## src/sv/pcle_pkg.sv

```systemverilog
`default_nettype none
package pcle_pkg;

  localparam int PHASE_FRAC_BITS = 16;
  localparam int PHASE_BITS      = 10 + PHASE_FRAC_BITS;
  localparam int RATE_W          = 17;
  // divider sized for the wider of the two divisions: (rate << frac) / (tone * 8)
  localparam int NUM_W           = RATE_W + PHASE_FRAC_BITS;
  localparam int DEN_W           = 21;
  localparam int TONE_W          = 18;
  localparam int CNT_W           = $clog2(NUM_W);
  localparam int TONE_NUM        = 131072;
  localparam int FREQ_SPAN       = 2048;
  localparam int LEN_FULL        = 64;

  localparam logic [RATE_W-1:0] RATE_RESET = 17'd44100;

  localparam logic [1:0] MODE_WRITE  = 2'd0;
  localparam logic [1:0] MODE_TICK   = 2'd1;
  localparam logic [1:0] MODE_SAMPLE = 2'd2;

  localparam logic [2:0] REG_LEN_DUTY = 3'd0;
  localparam logic [2:0] REG_ENVELOPE = 3'd1;
  localparam logic [2:0] REG_FREQ_LO  = 3'd2;
  localparam logic [2:0] REG_FREQ_HI  = 3'd3;
  localparam logic [2:0] REG_MASTER   = 3'd4;

  localparam logic [7:0] RB_FREQ_LO = 8'hFF;
  localparam logic [7:0] RB_TRIGGER = 8'hBF;
  localparam logic [7:0] RB_UNUSED  = 8'hFF;

  typedef enum logic {
    DIV_TONE,
    DIV_STEP
  } div_sel_t;

  typedef struct packed {
    logic     latch;
    logic     div_start;
    div_sel_t div_sel;
    logic     commit;
  } pcle_cmd_t;

  typedef struct packed {
    logic sample_go;
    logic div_done;
  } pcle_status_t;

  // first high step of each duty pattern
  function automatic logic [2:0] duty_first_high(input logic [1:0] sel);
    logic [2:0] r;
    unique case (sel)
      2'd0:    r = 3'd1;
      2'd1:    r = 3'd2;
      2'd2:    r = 3'd4;
      default: r = 3'd6;
    endcase
    return r;
  endfunction

endpackage
`default_nettype wire

```

## src/sv/pulse_channel_length_envelope.sv

```systemverilog
// Square-wave sound channel with length counter and volume envelope.
// Input channel (in_valid/in_ready) carries one item: a register write, a
// tick of machine cycles, or a sample request, chosen by mode. Each item
// gives exactly one result on the output channel (out_valid/out_ready):
// read_back, sample_out, channel_on and volume_now.
// The cfg channel (cfg_valid/cfg_ready/cfg_data) sets the host sample rate;
// it is always ready. The user must write it only while no item is in flight;
// the block itself does not enforce this. One item is worked on at a time.
// Writes, ticks and disabled sample requests pass the decode and finish
// states before the result and the next in_ready. An enabled sample request
// runs two divisions, tone and then step, on a shared restoring divider, one
// quotient bit per cycle, 17 + PHASE_FRAC_BITS bits each, before the result
// and the next in_ready.
// The result sits in an output register; in_ready returns while it waits.
// A stalled receiver holds the result; a following item finishes its work
// and then waits until the held result is transferred.
// Reset (synchronous, active high) restores the power-up channel state and
// the default sample rate of 44100 and drops any pending result.
`default_nettype none
module pulse_channel_length_envelope
  import pcle_pkg::*;
(
  input  wire logic              clk,
  input  wire logic              rst,
  input  wire logic              cfg_valid,
  output logic                   cfg_ready,
  input  wire logic [RATE_W-1:0] cfg_data,
  input  wire logic              in_valid,
  output logic                   in_ready,
  input  wire logic [1:0]        mode,
  input  wire logic [2:0]        reg_select,
  input  wire logic [7:0]        write_data,
  input  wire logic [9:0]        tick_cycles,
  output logic                   out_valid,
  input  wire logic              out_ready,
  output logic      [7:0]        read_back,
  output logic      [7:0]        sample_out,
  output logic                   channel_on,
  output logic      [3:0]        volume_now
);

  pcle_cmd_t    cmd;
  pcle_status_t status;

  assign cfg_ready = 1'b1;

  pcle_ctrl u_ctrl (
    .clk       (clk),
    .rst       (rst),
    .in_valid  (in_valid),
    .in_ready  (in_ready),
    .out_valid (out_valid),
    .out_ready (out_ready),
    .cmd       (cmd),
    .status    (status)
  );

  pcle_datapath u_dp (
    .clk         (clk),
    .rst         (rst),
    .cmd         (cmd),
    .status      (status),
    .cfg_we      (cfg_valid && cfg_ready),
    .cfg_data    (cfg_data),
    .mode        (mode),
    .reg_select  (reg_select),
    .write_data  (write_data),
    .tick_cycles (tick_cycles),
    .read_back   (read_back),
    .sample_out  (sample_out),
    .channel_on  (channel_on),
    .volume_now  (volume_now)
  );

endmodule
`default_nettype wire

```

## src/sv/pcle_div.sv

```systemverilog
`default_nettype none
module pcle_div
  import pcle_pkg::*;
(
  input  wire logic             clk,
  input  wire logic             rst,
  input  wire logic             start,
  input  wire logic [NUM_W-1:0] num,
  input  wire logic [DEN_W-1:0] den,
  output logic      [NUM_W-1:0] quot,
  output logic                  done
);

  logic [NUM_W-1:0] qr;
  logic [DEN_W-1:0] rem;
  logic [DEN_W-1:0] den_q;
  logic [CNT_W-1:0] cnt;
  logic             busy;
  logic [DEN_W:0]   trial;
  logic             fits;

  // restoring division, one quotient bit per cycle
  assign trial = {rem, qr[NUM_W-1]};
  assign fits  = trial >= {1'b0, den_q};
  assign quot  = qr;

  always_ff @(posedge clk) begin
    if (rst) begin
      busy <= 1'b0;
      done <= 1'b0;
      cnt  <= '0;
    end else begin
      done <= 1'b0;
      if (start) begin
        busy <= 1'b1;
        cnt  <= CNT_W'(NUM_W - 1);
      end else if (busy) begin
        if (cnt == '0) begin
          busy <= 1'b0;
          done <= 1'b1;
        end else begin
          cnt <= cnt - 1'b1;
        end
      end
    end
  end

  always_ff @(posedge clk) begin
    if (start) begin
      qr    <= num;
      rem   <= '0;
      den_q <= den;
    end else if (busy) begin
      if (fits) begin
        rem <= DEN_W'(trial - {1'b0, den_q});
      end else begin
        rem <= trial[DEN_W-1:0];
      end
      qr <= {qr[NUM_W-2:0], fits};
    end
  end

endmodule
`default_nettype wire

```

## src/sv/pcle_datapath.sv

```systemverilog
`default_nettype none
module pcle_datapath
  import pcle_pkg::*;
(
  input  wire logic              clk,
  input  wire logic              rst,
  input  wire pcle_cmd_t         cmd,
  output pcle_status_t           status,
  input  wire logic              cfg_we,
  input  wire logic [RATE_W-1:0] cfg_data,
  input  wire logic [1:0]        mode,
  input  wire logic [2:0]        reg_select,
  input  wire logic [7:0]        write_data,
  input  wire logic [9:0]        tick_cycles,
  output logic      [7:0]        read_back,
  output logic      [7:0]        sample_out,
  output logic                   channel_on,
  output logic      [3:0]        volume_now
);

  localparam logic [PHASE_BITS-1:0] PHASE_ONE =
    {{(PHASE_BITS-PHASE_FRAC_BITS-1){1'b0}}, 1'b1, {PHASE_FRAC_BITS{1'b0}}};

  // latched item
  logic [1:0] it_mode;
  logic [2:0] it_sel;
  logic [7:0] it_data;
  logic [9:0] it_cycles;

  logic [RATE_W-1:0]     output_rate;
  logic [1:0]            duty_select;
  logic [20:0]           length_left;
  logic                  length_enable;
  logic [3:0]            volume_latch;
  logic [3:0]            env_volume;
  logic                  env_rising;
  logic [18:0]           env_reload;
  logic [18:0]           env_countdown;
  logic [10:0]           tone_freq;
  logic                  active_flag;
  logic                  master_enable;
  logic [PHASE_BITS-1:0] phase_count;
  logic [2:0]            duty_position;

  logic [1:0]            duty_select_next;
  logic [20:0]           length_left_next;
  logic                  length_enable_next;
  logic [3:0]            volume_latch_next;
  logic [3:0]            env_volume_next;
  logic                  env_rising_next;
  logic [18:0]           env_reload_next;
  logic [18:0]           env_countdown_next;
  logic [10:0]           tone_freq_next;
  logic                  active_flag_next;
  logic                  master_enable_next;
  logic [PHASE_BITS-1:0] phase_count_next;
  logic [2:0]            duty_position_next;
  logic [7:0]            rb_next;
  logic [7:0]            smp_next;

  logic [NUM_W-1:0] div_num;
  logic [DEN_W-1:0] div_den;
  logic [NUM_W-1:0] quot;
  logic             div_done;
  logic [11:0]      freq_span;
  logic             sample_go;
  logic             active_len;

  assign sample_go = (it_mode == MODE_SAMPLE) && master_enable && active_flag;
  assign status    = '{sample_go: sample_go, div_done: div_done};
  assign freq_span = 12'(FREQ_SPAN) - {1'b0, tone_freq};

  always_comb begin
    unique case (cmd.div_sel)
      DIV_TONE: begin
        div_num = NUM_W'(TONE_NUM);
        div_den = {{(DEN_W-12){1'b0}}, freq_span};
      end
      default: begin
        div_num = {output_rate, {PHASE_FRAC_BITS{1'b0}}};
        div_den = {quot[TONE_W-1:0], 3'b000};
      end
    endcase
  end

  pcle_div u_div (
    .clk   (clk),
    .rst   (rst),
    .start (cmd.div_start),
    .num   (div_num),
    .den   (div_den),
    .quot  (quot),
    .done  (div_done)
  );

  always_comb begin
    duty_select_next   = duty_select;
    length_left_next   = length_left;
    length_enable_next = length_enable;
    volume_latch_next  = volume_latch;
    env_volume_next    = env_volume;
    env_rising_next    = env_rising;
    env_reload_next    = env_reload;
    env_countdown_next = env_countdown;
    tone_freq_next     = tone_freq;
    active_flag_next   = active_flag;
    master_enable_next = master_enable;
    phase_count_next   = phase_count;
    duty_position_next = duty_position;
    rb_next            = 8'd0;
    smp_next           = 8'd0;
    active_len         = active_flag;

    unique case (it_mode)
      MODE_WRITE: begin
        unique case (it_sel)
          REG_LEN_DUTY: begin
            duty_select_next = it_data[7:6];
            length_left_next = {7'(LEN_FULL) - {1'b0, it_data[5:0]}, 14'd0};
            rb_next          = it_data;
          end
          REG_ENVELOPE: begin
            volume_latch_next  = it_data[7:4];
            env_volume_next    = it_data[7:4];
            env_rising_next    = it_data[3];
            env_reload_next    = {it_data[2:0], 16'd0};
            env_countdown_next = {it_data[2:0], 16'd0};
            rb_next            = it_data;
          end
          REG_FREQ_LO: begin
            tone_freq_next = {tone_freq[10:8], it_data};
            rb_next        = RB_FREQ_LO;
          end
          REG_FREQ_HI: begin
            tone_freq_next     = {it_data[2:0], tone_freq[7:0]};
            length_enable_next = it_data[6];
            if (it_data[7]) begin
              active_flag_next = 1'b1;
              if (length_left == '0) begin
                length_left_next = {7'(LEN_FULL), 14'd0};
              end
              env_volume_next    = volume_latch;
              env_countdown_next = env_reload;
            end
            rb_next = it_data | RB_TRIGGER;
          end
          REG_MASTER: begin
            master_enable_next = it_data[7];
            rb_next = {it_data[7], 3'b111, 2'b00, active_flag, 1'b0};
          end
          default: rb_next = RB_UNUSED;
        endcase
      end
      MODE_TICK: begin
        if (length_enable) begin
          if (length_left <= {11'd0, it_cycles}) begin
            length_left_next = '0;
            active_len       = 1'b0;
          end else begin
            length_left_next = length_left - {11'd0, it_cycles};
          end
        end
        active_flag_next = active_len;
        // envelope runs on the activity left after the length count
        if (env_countdown != '0 && active_len) begin
          if (env_countdown <= {9'd0, it_cycles}) begin
            if (env_rising) begin
              if (env_volume != 4'hF) env_volume_next = env_volume + 1'b1;
            end else begin
              if (env_volume != 4'h0) env_volume_next = env_volume - 1'b1;
            end
            env_countdown_next = env_reload;
          end else begin
            env_countdown_next = env_countdown - {9'd0, it_cycles};
          end
        end
      end
      MODE_SAMPLE: begin
        if (sample_go) begin
          if ({{(NUM_W-PHASE_BITS){1'b0}}, phase_count} <= quot) begin
            phase_count_next = phase_count + PHASE_ONE;
          end else begin
            duty_position_next = duty_position + 1'b1;
            phase_count_next   = phase_count - quot[PHASE_BITS-1:0] + PHASE_ONE;
          end
          if (duty_position_next >= duty_first_high(duty_select)) begin
            smp_next = {env_volume, env_volume};
          end
        end
      end
      default: ;
    endcase
  end

  always_ff @(posedge clk) begin
    if (cmd.latch) begin
      it_mode   <= mode;
      it_sel    <= reg_select;
      it_data   <= write_data;
      it_cycles <= tick_cycles;
    end
    if (cmd.commit) begin
      read_back  <= rb_next;
      sample_out <= smp_next;
    end
  end

  always_ff @(posedge clk) begin
    if (rst) begin
      output_rate   <= RATE_RESET;
      duty_select   <= 2'd2;
      length_left   <= '0;
      length_enable <= 1'b0;
      volume_latch  <= '0;
      env_volume    <= '0;
      env_rising    <= 1'b0;
      env_reload    <= '0;
      env_countdown <= '0;
      tone_freq     <= '0;
      active_flag   <= 1'b0;
      master_enable <= 1'b1;
      phase_count   <= '0;
      duty_position <= '0;
    end else begin
      if (cfg_we) begin
        output_rate <= cfg_data;
      end
      if (cmd.commit) begin
        duty_select   <= duty_select_next;
        length_left   <= length_left_next;
        length_enable <= length_enable_next;
        volume_latch  <= volume_latch_next;
        env_volume    <= env_volume_next;
        env_rising    <= env_rising_next;
        env_reload    <= env_reload_next;
        env_countdown <= env_countdown_next;
        tone_freq     <= tone_freq_next;
        active_flag   <= active_flag_next;
        master_enable <= master_enable_next;
        phase_count   <= phase_count_next;
        duty_position <= duty_position_next;
      end
    end
  end

  // state changes only together with an output load, so these track the held result
  assign channel_on = active_flag;
  assign volume_now = env_volume;

endmodule
`default_nettype wire

```

## src/sv/pcle_ctrl.sv

```systemverilog
`default_nettype none
module pcle_ctrl
  import pcle_pkg::*;
(
  input  wire logic         clk,
  input  wire logic         rst,
  input  wire logic         in_valid,
  output logic              in_ready,
  output logic              out_valid,
  input  wire logic         out_ready,
  output pcle_cmd_t         cmd,
  input  wire pcle_status_t status
);

  typedef enum logic [2:0] {
    S_IDLE,
    S_DECODE,
    S_DIV_TONE,
    S_DIV_STEP,
    S_FINISH
  } state_t;

  state_t state;
  logic   slot_free;

  assign in_ready  = (state == S_IDLE);
  assign slot_free = !out_valid || out_ready;

  always_comb begin
    cmd = '{latch: 1'b0, div_start: 1'b0, div_sel: DIV_TONE, commit: 1'b0};
    unique case (state)
      S_IDLE:     cmd.latch = in_valid;
      S_DECODE:   cmd.div_start = status.sample_go;
      S_DIV_TONE: begin
        cmd.div_sel   = DIV_STEP;
        cmd.div_start = status.div_done;
      end
      S_DIV_STEP: ;
      S_FINISH:   cmd.commit = slot_free;
      default: ;
    endcase
  end

  always_ff @(posedge clk) begin
    if (rst) begin
      state     <= S_IDLE;
      out_valid <= 1'b0;
    end else begin
      if (state == S_FINISH && slot_free) begin
        out_valid <= 1'b1;
      end else if (out_valid && out_ready) begin
        out_valid <= 1'b0;
      end
      unique case (state)
        S_IDLE: begin
          if (in_valid) state <= S_DECODE;
        end
        S_DECODE: begin
          state <= status.sample_go ? S_DIV_TONE : S_FINISH;
        end
        S_DIV_TONE: begin
          if (status.div_done) state <= S_DIV_STEP;
        end
        S_DIV_STEP: begin
          if (status.div_done) state <= S_FINISH;
        end
        S_FINISH: begin
          if (slot_free) state <= S_IDLE;
        end
        default: state <= S_IDLE;
      endcase
    end
  end

endmodule
`default_nettype wire

```

## config.mk

```make
export PLATFORM = sky130hd
export DESIGN_NAME = pulse_channel_length_envelope
export DESIGN_NICKNAME = d
export VERILOG_FILES = /design/src/sv/pcle_pkg.sv /design/src/sv/pulse_channel_length_envelope.sv /design/src/sv/pcle_div.sv /design/src/sv/pcle_datapath.sv /design/src/sv/pcle_ctrl.sv
export SDC_FILE = /design/constraint.sdc
export NUM_CORES = 1
export LEC_CHECK = 0
export BUFFER_PORTS_ARGS = -buffer_cell sky130_fd_sc_hd__buf_4
export CAP_MARGIN = 20
export CORE_AREA = 2 2 172 174
export DETAILED_ROUTE_END_ITERATION = 12
export DIE_AREA = 0 0 174 176
export PLACE_DENSITY = 0.67
export SYNTH_ARGS = -nofsm -noshare
export SYNTH_HDL_FRONTEND = slang
export SYNTH_SLANG_ARGS = --single-unit
```

## constraint.sdc

```tcl
create_clock -name clk -period 5.01 [get_ports clk]
set_clock_uncertainty 0.05 [all_clocks]
set_input_delay 0.501 -clock clk [delete_from_list [all_inputs] [get_ports clk]]
set_output_delay 0.501 -clock clk [all_outputs]
set_load 0.005 [all_outputs]
```

======== Word level (Yosys, flattened, before mapping) ========
Index checks and enable logic that the tools add are counted.
operators by class
  $add $sub $neg .......................... 12
  order comparisons ....................... 5
  eq/ne operators ......................... 29
  muxes and demuxes ....................... 58
  bitwise gates (word level) .............. 4
  reductions and logical operators ........ 36
operators by type and width
  cell                                             count
  two-way mux 21 bit                               5
  two-way mux 33 bit                               3
  one-hot mux 21 bit (2 select lines)              2
  one-hot mux 19 bit (2 select lines)              2
  two-way mux 19 bit                               3
  adder 26 x 17 -> 26 bit (second input constant)  2
  less-or-equal comparator 26 x 33 -> 1 bit        1
  two-way mux 3 bit                                10
  two-way mux 26 bit                               1
  subtractor 26 bit                                1
  two-way mux 4 bit                                6
  one-hot mux 8 bit (3 select lines)               1
  >= comparator 22 x 21 -> 1 bit                   1
  one-hot mux 11 bit (2 select lines)              1
  less-or-equal comparator 21 x 10 -> 1 bit        1
  logical NOT 21 bit                               1
  subtractor 21 x 10 -> 21 bit                     1
  subtractor 21 bit                                1
  less-or-equal comparator 19 x 10 -> 1 bit        1
  nonzero test 19 bit                              1
  subtractor 19 x 10 -> 19 bit                     1
  two-way mux 6 bit                                3
  AND reduction 3 bit                              6
  != test 2 x 1 -> 1 bit (second input constant)   8
  39 further kinds                                 81
word-level totals
  register bits ........................... 240
  input port bits ......................... 45
  output and inout bits ................... 24
  word-level logic and storage cells ...... 176

======== Logic depth before layout (Yosys ltp) ========
  depth in word-level cells ............... 7
  gate-level depth with buffers ........... 18
  mapped depth without buffers ............ 16

======== Modules after synthesis ========
A second synthesis with hierarchy kept.
unflattened totals
  cell total of the unflattened synthesis .. 1665
  area total of the unflattened synthesis .. 14894.3 um^2
modules (own cells, without submodules)
  module                         instances  cells each  area an instance (um^2)  sequential area each (um^2)
  pcle_datapath                  1          1208        10084.7                  3333.2
  pcle_div                       1          429         4569.4                   2202.1
  pcle_ctrl                      1          26          229.0                    80.1
  pulse_channel_length_envelope  1          2           11.3                     0.0

======== Worst setup path after synthesis ========
OpenSTA, ideal clock, no wires.
  path kind ............................... register to register
  start ................................... register u_dp.u_div.qr[9] (netlist: u_dp.u_div.quot[9])
  end ..................................... register u_dp.sample_out[3] (data pin)
  setup time .............................. 0.255 ns
  arrival time ............................ 3.514 ns
  required time ........................... 4.705 ns
  slack ................................... 1.191 ns
  stages on the path, launching flop included .. 18
  path buffers ............................ 2
  period minus slack after synthesis ...... 3.819 ns
  path through ............................ edfxtp_1 inv_1 ha_1 inv_1 fa_1 nor2b_1 a221oi_1 o31ai_1 a31oi_1 o21a_1 clkbuf_1 clkbuf_1 mux2_2 ha_1 a21o_1 a21oi_1 nor2_1 and2_1
on the way
  cells in the longest elaborated chain, start to end .. 6
ends and longest elaborated chain
  item                                       line                  RTL
  start: declaration                         pcle_div.sv:14        logic [NUM_W-1:0] qr;
  start signal: assignment                   pcle_div.sv:50        qr <= num;
  start signal: assignment                   pcle_div.sv:59        qr <= {qr[NUM_W-2:0], fits};
  less-or-equal comparator 26 x 33 -> 1 bit  pcle_datapath.sv:180  if ({{(NUM_W-PHASE_BITS){1'b0}}, phase_count} <= quot) begin
  two-way mux 3 bit                          pcle_datapath.sv:180
  two-way mux 3 bit                          pcle_datapath.sv:179  if (sample_go) begin
  two-way mux 3 bit                          pcle_datapath.sv:114  unique case (it_mode)
  >= comparator 3 bit                        pcle_datapath.sv:186  if (duty_position_next >= duty_first_high(duty_select)) begin
  AND reduction 3 bit (no source line)       n/a
  end signal: assignment                     pcle_datapath.sv:204  sample_out <= smp_next;
  end: declaration                           pcle_datapath.sv:16   output logic [7:0] sample_out,
No other way between the ends. The select of a mux whose other input is x is not followed.
A chain may end at the register's enable or synchronous reset.

======== Worst setup path after layout ========
  start ................................... register u_dp.u_div.qr[9] (netlist: u_dp.u_div.quot[9])
  end ..................................... register u_dp.sample_out[5] (data pin)
The elaborated chain is that of the path after synthesis.

==> metrics <==
FF+latch count, synth=around 240; fin area=between 0.015 and 0.02 mm2; endpoints failing hold=0; Critical-path top delay cell=edfxtp_1; Startpoint Class=register; highest clock rate=0.2705 GHz; CTS H-Tree Depth=1; Vias=around 12k; CP max stage delay=around 0.38 ns; drt via density=approximately 5.7; worst setup margin=1.314 ns; root buffer cell=clkbuf_16; Rows=62; FF-to-FF Start=u_dp.u_div.quot[9]; PwrDens=roughly 280 mW/mm2; area growth from synthesis to layout=11.36%; DP Worst Slack=around 1.3 ns; Critical Path AT=slightly below 4 ns; Routed Antenna Nets=0; cell taking the most area after synthesis=dfxtp_1; placed inst area=about 0.015 mm2; r2r setup slk=about 1.3 ns; CTS tree=done; syn_area_per_cell=approximately 9.0 um2; Worst Path Max Fanout=25; Post-synth EDFFs=89; worst hold margin=0.06526 ns; status=complete, no violations; VDD IR-drop max=around 280 uV; # nets final=between 1.5k and 2k; hold depth=1; largest net degree at the start of global routing=57; Layout fillers=2658; vias in the first global route=11.34k; diode count=0; Die Width=between 150 and 200 um; async set-or-reset flop fraction in the synthesized netlist=0%; Mapped Nets=roughly 1.8k; post-synth cell types=89; core area=0.02855 mm2; Detailed Place HPWL=about 24 mm; CP endpoint kind=register; crit path cell chain=inv_1 > ha_1 > inv_1 > fa_1 > nor2b_1 > a221oi_1 > o31ai_1 > a31oi_1 > o21a_1 > buf_4 > mux2_2 > ha_1 > a21o_1 > a21oi_1 > nor2_1 > and2_1; final setup TNS=0 ns; commonest non-fill, non-tap cell in the layout=nor2_1; most frequent cells in the layout=nor2_1 (190), dfxtp_1 (147), a21oi_1 (131); share of the synthesized area in the top cell type=just over 20%; area of the multi-input gates=0.008043 mm2; gr usage total=a little over a fifth; first-pass GRT wire length=56.01 mm; routed wire length per instance=approximately 16 um; Max Cap Violations=0; RSZ-0062 raised after global routing=no; cts hold-fix bufs=0; Final Non-Filler Cells=around 2.1k; Final min period=~3.7 ns; share of post-route cells with drive strength above 1=under 10%; period utilisation layout=~74%; clock sinks=approximately 240; Hold Crit Endpoint=u_dp.it_data[5]; Die Y=between 150 and 200 um; Hold Startpoint=write_data[5]; R2R depth=16; Num CTS Buffers=27; Final Wtd Congestion=~0.86; pins over their slew limit=0; synth warn=0; Worst Hold Class=input port to register; leak pwr=between 6 and 7 nW; Synth area leaders=dfxtp_1 (20%), edfxtp_1 (19%), ha_1 (8.8%); die area=just over 0.03 mm2; Mapped Area=approximately 0.014 mm2; Pre-Repair DR Iteration Count=5; Setup Buffers After CTS=0; Synth Flop Type=dfxtp_1; Reg clk slew, reported paths=~0.060 ns; clock latency at the later pin of the worst-skew pair=between 0.5 and 0.6 ns; grt total ovfl=0; sequential-to-total area share from yosys stat=roughly 39%; initial antenna violation count=0; number of I/O pins=a little under 70; Tot Pwr=~4.5 mW; FF+latch area=about 0.0056 mm2; Rel. slew slack=32.76%; CTS max path bufs=3; residual DRC count=0; critical path data required time=about 5.3 ns; Final Util=a little under three fifths; placed insts=around 2k; final setup fails=0; Starting Density=between 50 and 60%; worst reg2reg path endpoint=u_dp.sample_out[5]; total wire length=between 30 and 40 mm; Port Buffers=67; synthesized instance count=1610; post-CTS sizing=0; Tightest Pin Transition=roughly 1.0 ns; crit path kind=register to register; DRT iter0 DRCs=723
report_power, final:
group          internal [mW]  total [mW]  switching [mW]
clock                   1.13        1.94           0.811
sequential              2.04        2.09          0.0489
combinational          0.189       0.437           0.248
total                   3.36        4.47            1.11
final cells by class:
class	instances	share of cell area (%)
Clock buffer	36	4.799
Clock inverter	14	0.6621
Inverter	108	2.555
Multi-Input combinational cell	1192	50.07
Sequential cell	236	34.96
Tap cell	384	2.991
Timing Repair Buffer	82	3.957
layer usage:
layer  GRT usage (%)  wire length, um  vias up
met3           2.498             1498       52
met4           6.478              861        0
met1           29.49            15680     5497
met2           37.45            15720      299
met5               0                0        -
li1                -                -     5827
critical path, delay by kind of cell, from the launching register on:
family | cells | cell delay [ns]
AOI/OAI and AO/OA | 6 | 1.01
buffers and inverters | 3 | 0.40
muxes | 1 | 0.37
DFF | 1 | 0.38
and+or+nand+nor | 3 | 0.41
adders and majority gates | 3 | 0.84
state kept, by name, indices dropped and copies added, names as in the netlist, 2 cells and up:
register / cells
u_dp.it_sel: 3
u_dp.it_mode: 2
u_dp.output_rate: 17
u_dp.u_div.quot: 33
u_dp.sample_out: 4
u_dp.env_countdown: 19
u_ctrl.state: 3
u_dp.tone_freq: 11
u_dp.volume_latch: 4
u_dp.read_back: 8
u_dp.duty_position: 3
u_dp.u_div.rem: 21
u_dp.phase_count: 26
u_dp.length_left: 21
u_dp.u_div.den_q: 21
u_dp.u_div.cnt: 6
u_dp.env_reload: 3
u_dp.it_data: 8
u_dp.it_cycles: 10
u_dp.volume_now: 4
u_dp.duty_select: 2
kinds of logic (layout without fill, tap and decap cells):
kind of cell	Yosys count	count (layout)	synth area share, %
AND/OR/NAND/NOR	550	550	18.33
AO/OA/AOI/OAI	395	395	17.91
flip-flops	236	236	38.93
buffers and inverters	182	240	5.379
adder cells (fa/ha/maj)	119	119	11.21
XOR/XNOR	72	72	4.372
multiplexers	55	55	3.843
other	1	1	0.02600
synthesized netlist by cell type (4+ instances only):
master,number
a211o_1,7
a211oi_1,29
a21o_1,29
a21oi_1,131
a22o_1,7
a31o_2,7
a31oi_1,18
a41oi_1,5
and2_1,25
buf_2,6
buf_4,5
buf_6,4
clkbuf_1,53
dfxtp_1,147
edfxtp_1,89
fa_1,17
ha_1,102
inv_1,106
mux2i_1,52
nand2_1,127
nand2b_1,22
nand3_1,29
nand3b_1,7
nand4_1,21
nor2_1,190
nor2b_1,25
nor3_1,40
nor3b_1,6
nor4_1,18
o211ai_1,5
o21a_1,9
o21ai_0,68
o21ai_1,7
o21bai_1,8
o31a_1,6
o31ai_1,9
o32ai_1,5
or2_2,4
or3_1,7
or4_1,7
xnor2_1,43
xor2_1,29
worst max path at each step:
stage	startpoint	endpoint	slack, ns	depth (start not counted)
after floorplan	u_dp.u_div.quot[9]	u_dp.sample_out[3]	1.19	17
after global placement	u_dp.u_div.quot[9]	u_dp.sample_out[6]	1.40	16
after detailed placement	u_dp.u_div.quot[9]	u_dp.sample_out[5]	1.32	16
after CTS	u_dp.u_div.quot[9]	u_dp.sample_out[5]	1.31	16
after global routing	u_dp.u_div.quot[7]	u_dp.phase_count[22]	1.09	11
final	u_dp.u_div.quot[9]	u_dp.sample_out[5]	1.31	16
No activity file was read; power rests on OpenSTA's default activity.
